File: src/design/hcem_pkg.sv
`timescale 1ns / 1ps
// shared constants, codes and sha-256 helper functions for the hmac ctr block
// no dependencies

package hcem_pkg;

    localparam int POS_BITS = 32;

    // item kinds on the output tuser
    localparam logic [1:0] KIND_DATA   = 2'd0;
    localparam logic [1:0] KIND_TAG    = 2'd1;
    localparam logic [1:0] KIND_STATUS = 2'd2;

    // status codes
    localparam logic [1:0] ST_OK        = 2'd0;
    localparam logic [1:0] ST_TRUNCATED = 2'd1;
    localparam logic [1:0] ST_EMPTY     = 2'd2;
    localparam logic [1:0] ST_AUTH_FAIL = 2'd3;

    localparam logic [255:0] SHA_IV = {
        32'h6a09e667, 32'hbb67ae85, 32'h3c6ef372, 32'ha54ff53a,
        32'h510e527f, 32'h9b05688c, 32'h1f83d9ab, 32'h5be0cd19};

    localparam logic [31:0] K_TAB [0:63] = '{
        32'h428a2f98, 32'h71374491, 32'hb5c0fbcf, 32'he9b5dba5,
        32'h3956c25b, 32'h59f111f1, 32'h923f82a4, 32'hab1c5ed5,
        32'hd807aa98, 32'h12835b01, 32'h243185be, 32'h550c7dc3,
        32'h72be5d74, 32'h80deb1fe, 32'h9bdc06a7, 32'hc19bf174,
        32'he49b69c1, 32'hefbe4786, 32'h0fc19dc6, 32'h240ca1cc,
        32'h2de92c6f, 32'h4a7484aa, 32'h5cb0a9dc, 32'h76f988da,
        32'h983e5152, 32'ha831c66d, 32'hb00327c8, 32'hbf597fc7,
        32'hc6e00bf3, 32'hd5a79147, 32'h06ca6351, 32'h14292967,
        32'h27b70a85, 32'h2e1b2138, 32'h4d2c6dfc, 32'h53380d13,
        32'h650a7354, 32'h766a0abb, 32'h81c2c92e, 32'h92722c85,
        32'ha2bfe8a1, 32'ha81a664b, 32'hc24b8b70, 32'hc76c51a3,
        32'hd192e819, 32'hd6990624, 32'hf40e3585, 32'h106aa070,
        32'h19a4c116, 32'h1e376c08, 32'h2748774c, 32'h34b0bcb5,
        32'h391c0cb3, 32'h4ed8aa4a, 32'h5b9cca4f, 32'h682e6ff3,
        32'h748f82ee, 32'h78a5636f, 32'h84c87814, 32'h8cc70208,
        32'h90befffa, 32'ha4506ceb, 32'hbef9a3f7, 32'hc67178f2};

    function automatic logic [31:0] rotr(input logic [31:0] x, input int n);
        return (x >> n) | (x << (32 - n));
    endfunction

    function automatic logic [31:0] big_sig0(input logic [31:0] x);
        return rotr(x, 2) ^ rotr(x, 13) ^ rotr(x, 22);
    endfunction

    function automatic logic [31:0] big_sig1(input logic [31:0] x);
        return rotr(x, 6) ^ rotr(x, 11) ^ rotr(x, 25);
    endfunction

    function automatic logic [31:0] sml_sig0(input logic [31:0] x);
        return rotr(x, 7) ^ rotr(x, 18) ^ (x >> 3);
    endfunction

    function automatic logic [31:0] sml_sig1(input logic [31:0] x);
        return rotr(x, 17) ^ rotr(x, 19) ^ (x >> 10);
    endfunction

endpackage

File: src/design/hcem_sha_core.sv
`timescale 1ns / 1ps
// sha-256 compression unit, one round per cycle
// depends on hcem_pkg

module hcem_sha_core import hcem_pkg::*; (
    input  logic         i_clk,
    input  logic         i_rst_n,
    input  logic         i_start,
    input  logic [255:0] i_h,
    input  logic [511:0] i_blk,
    output logic         o_done,
    output logic [255:0] o_h
);

    logic        r_busy;
    logic        r_fin;
    logic        r_done;
    logic [5:0]  r_t;
    logic [31:0] r_w    [16];
    logic [31:0] r_v    [8];
    logic [31:0] r_base [8];
    logic [255:0] r_h;

    logic [31:0] t1;
    logic [31:0] t2;
    logic [31:0] w_new;

    always_comb begin
        t1 = r_v[7] + big_sig1(r_v[4]) + ((r_v[4] & r_v[5]) ^ (~r_v[4] & r_v[6]))
             + K_TAB[r_t] + r_w[0];
        t2 = big_sig0(r_v[0]) + ((r_v[0] & r_v[1]) ^ (r_v[0] & r_v[2]) ^ (r_v[1] & r_v[2]));
        w_new = sml_sig1(r_w[14]) + r_w[9] + sml_sig0(r_w[1]) + r_w[0];
    end

    always_ff @(posedge i_clk) begin
        if (!i_rst_n) begin
            r_busy <= 1'b0;
            r_fin  <= 1'b0;
            r_done <= 1'b0;
            r_t    <= '0;
        end else begin
            r_done <= 1'b0;
            if (i_start) begin
                r_busy <= 1'b1;
                r_t    <= '0;
            end else if (r_busy) begin
                r_t <= r_t + 6'd1;
                if (r_t == 6'd63) begin
                    r_busy <= 1'b0;
                    r_fin  <= 1'b1;
                end
            end else if (r_fin) begin
                r_fin  <= 1'b0;
                r_done <= 1'b1;
            end
        end
    end

    always_ff @(posedge i_clk) begin
        if (i_start) begin
            for (int i = 0; i < 8; i++) begin
                r_base[i] <= i_h[255 - 32*i -: 32];
                r_v[i]    <= i_h[255 - 32*i -: 32];
            end
            for (int i = 0; i < 16; i++) begin
                r_w[i] <= i_blk[511 - 32*i -: 32];
            end
        end else if (r_busy) begin
            r_v[7] <= r_v[6];
            r_v[6] <= r_v[5];
            r_v[5] <= r_v[4];
            r_v[4] <= r_v[3] + t1;
            r_v[3] <= r_v[2];
            r_v[2] <= r_v[1];
            r_v[1] <= r_v[0];
            r_v[0] <= t1 + t2;
            for (int i = 0; i < 15; i++) begin
                r_w[i] <= r_w[i + 1];
            end
            r_w[15] <= w_new;
        end else if (r_fin) begin
            for (int i = 0; i < 8; i++) begin
                r_h[255 - 32*i -: 32] <= r_base[i] + r_v[i];
            end
        end
    end

    assign o_done = r_done;
    assign o_h    = r_h;

endmodule
File: config.mk
export PLATFORM = sky130hd
export DESIGN_NAME = hcem_sha_core
export DESIGN_NICKNAME = d
export VERILOG_FILES = /design/src/design/hcem_pkg.sv /design/src/design/hcem_sha_core.sv
export SDC_FILE = /design/constraint.sdc
export NUM_CORES = 2
export LEC_CHECK = 0
export CORE_UTILIZATION = 35
export CTS_CLUSTER_SIZE = 8
export DETAILED_ROUTE_END_ITERATION = 10
export DONT_BUFFER_PORTS = 1
export GPL_ROUTABILITY_DRIVEN = 1
export HOLD_SLACK_MARGIN = 0.03
export PLACE_DENSITY = 0.48
export RECOVER_POWER = 50
export SYNTH_ARGS = -nofsm -noshare
export SYNTH_HDL_FRONTEND = slang
export SYNTH_SLANG_ARGS = --single-unit
File: constraint.sdc
create_clock -name i_clk -period 55.3 [get_ports i_clk]
set_input_delay 2.765 -clock i_clk [delete_from_list [all_inputs] [get_ports i_clk]]
set_output_delay 2.765 -clock i_clk [all_outputs]
set_load 0.02 [all_outputs]
==> metrics.md <==
| Metric | Value |
|---|---|
| Failing checks | `max-capacitance violations, max-slew violations` |
| Critical-path top delay cell | `clkbuf_1` |
| Placed cell count | `9742` |
| Crit Path Class | `in2reg` |
| Clk_skew | `0.0789 ns` |
| Worst Setup Start Kind | `input pin` |
| Pin count of the biggest net entering global routing | `483` |
| Met2 WL | `153000 µm` |
| Worst stage delay on the critical path | `7.14 ns` |
| Layout Nets | `8452` |
| Fin. max-slew vios | `835` |
| Min-delay worst type | `reg2reg` |
| Hold Vio Cnt, Final | `0` |
| Root Driver | `clkbuf_16` |
| Status | `finished, violations left` |
| Io pins | `1028` |
| Post-route non-filler standard cell count | `10.0k` |
| Final GP Congestion | `0.938` |
| Main combinational cell family by area after synthesis | `simple AND/OR/NAND/NOR gates` |
| CTS Sinks | `1289` |
| CTS tree | `yes` |
| Layout cell share with drive strength beyond 1 | `6.83%` |
| Wire per inst | `30.6 µm` |
| Layout area overhead | `11.1%` |
| I/O Buffers | `0` |
| Synthesized area | `0.0762 mm²` |
| Max frequency | `0.0346 GHz` |
| Highest routed layer | `met5` |
| FF+latch count, synth | `1289` |
| Row count | `170` |
| Longest Clk Path Bufs | `3` |
| Most frequent cells in the layout | `nand2_1, edfxtp_1, xnor2_1` |
| RSZ-0062 raised after global routing | `false` |
| CP Data Required Time | `55.76 ns` |
| Initial antenna violation count | `86` |
| Max-cap violation count | `9` |
| Slew @ Worst Pin | `10.41 ns` |
| DRC viols | `0` |
| H-tree levels | `4` |
| 1st-iter DRT viols | `4629` |
| DIE AREA | `0.219 mm²` |
| Synth Area in Simple Gates | `13.6%` |
| Number of global-route vias before repair | `54.0k` |
| Post-synth ARST share | `0%` |
| Number of flops mapped to enable cells by yosys | `1280` |
| XOR/XNOR Fraction of Synth Area | `6.60%` |
| Period utilization | `52.3%` |
| Met1 wire length | `123000 µm` |
| Top_reg_cell synth | `edfxtp_1` |
| Syn Area/Cell | `10.7 µm²` |
| DRT Pass-1 Iters | `6` |
| Total track usage | `27.3%` |
| Post-Route WL | `307000 µm` |
| Post-synthesis mux area share | `3.13%` |
| Yosys warning count | `0` |
| Crit. End Element | `flop` |
| CTS Hold Buffers Added | `0` |
| Setup TNS | `0 ns` |
| Post-CTS sizing | `0` |
| Register area share after synthesis | `50.7%` |
| Compound-gate portion of the synthesized area | `11.2%` |
| Via Count | `54.9k` |
| Vias/cell | `5.46` |
| DP HPWL | `242000 µm` |
| Unique masters post-synth | `83` |
| Post-route ant nets | `0` |
| Worst-Skew Late Latency | `0.85 ns` |
| Total core area | `0.215 mm²` |
| Starting density of the core | `35.3%` |
| Worst slew margin | `-594%` |
| Die H | `468 µm` |
| Post-synthesis adder-cell area fraction | `11.6%` |
| Crit-path max FO | `174` |
| First-pass GRT wire length | `420000 µm` |
| Die Width | `468 µm` |
| Clk pin slew, worst setup/hold paths | `0.05 ns` |
| Met3 Wirelength | `21000 µm` |
| Synthesized Nets | `8488` |
| Final count of negative-setup-slack endpoints | `0` |
| Worst-path cell chain | `clkbuf_1 > clkbuf_1 > or2_0 > clkbuf_1 > buf_4 > buf_4 > buf_12` |
| Most frequent CP cell | `clkbuf_1` |
| Commonest non-fill, non-tap cell in the layout | `nand2_1` |
| Cell count after synthesis | `7129` |
| CTS Buf Count | `184` |
| Number of post-CTS setup repair buffers | `0` |
| Critical Path AT | `29.39 ns` |
| Grt ovf | `0` |
| Min cycle time layout | `28.93 ns` |
final timing paths:
check	slack (ns)	to	startpoint	cells past startpoint
max reg2reg	42.21	r_w[11][27]	r_busy	6
min reg2reg	0.49	r_w[4][29]	r_w[5][29]	2
min	0.49	r_w[4][29]	r_w[5][29]	2
max	26.37	r_w[11][27]	i_start	7
worst max-delay path: cells and delay by family:
family,cells,cell delay [ns]
buffers and inverters,6,23.51
AND/OR/NAND/NOR,1,1.81
cell usage after synthesis, types with 25 or more instances:
cell type | n | share of area, %
nand3_1 | 81 | 0.53
inv_1 | 338 | 1.7
o21a_1 | 67 | 0.66
nand2_1 | 1841 | 9.1
o21ai_0 | 331 | 2.2
edfxtp_1 | 1280 | 50
o21bai_1 | 39 | 0.38
fa_1 | 195 | 5.1
ha_1 | 393 | 6.5
a221oi_1 | 25 | 0.29
nor2_1 | 244 | 1.2
a31oi_1 | 43 | 0.35
xor2_1 | 150 | 1.7
mux2_2 | 186 | 2.8
nand2b_1 | 53 | 0.44
a21o_1 | 218 | 2.1
nor3_1 | 76 | 0.50
xnor2_1 | 424 | 4.9
a211oi_1 | 57 | 0.56
o211ai_1 | 37 | 0.36
and3_1 | 40 | 0.33
clkbuf_1 | 266 | 1.3
buf_1 | 25 | 0.12
a21oi_1 | 299 | 2.0
nor2b_1 | 62 | 0.51
o31ai_1 | 28 | 0.28
metal layers:
metal | track usage, % | vias up
li1 | - | 24900
met1 | 33.3 | 27500
met2 | 47.3 | 1927
met3 | 6.84 | 431
met4 | 7.78 | 68
met5 | 0 | -
cells by family (layout without fill, tap and decap cells):
family | Yosys count | after routing
multiplexers | 210 | 210
AO/OA/AOI/OAI | 1318 | 1318
buffers and inverters | 632 | 658
XOR/XNOR | 574 | 574
other | 0 | 48
adder cells (fa/ha/maj) | 592 | 592
AND/OR/NAND/NOR | 2514 | 2514
flip-flops | 1289 | 1289
registers in the layout, indices dropped and copies added (netlist names):
signal,cells
r_w,512
r_v,256
r_base,256
r_t,6
r_busy,1
o_h,256
o_done,1
r_fin,1
cell type report:
cell class                 instances  area, µm²
tap                             2838       3550
fill                           21300     131000
sequential                      1289      38600
clock buffer                     223       4770
multi-input combinational       5208      35200
inverter                         340       1280
timing repair buffer              70        563
clock inverter                    25        500
antenna                           48        120
stage by stage:
step | area [µm²] | setup slack (ns) | hold slack, ns | utilization [%]
6_report | 84600 | 26.37 | 0.494 | 39.3
3_5_place_dp | 79200 | 44.79 | 0.491 | 36.8
4_1_cts | 84500 | 44.72 | 0.484 | 39.2
5_1_grt | 84500 | 24.74 | 0.513 | 39.2
3_3_place_gp | 79200 | 44.86 | 0.489 | 36.8
2_1_floorplan | 76200 | 8.97 | 0.472 | -
Power is left out: the tool's default activity adds up to more than one toggle a clock period on the data nets, which glitch-free logic cannot reach.
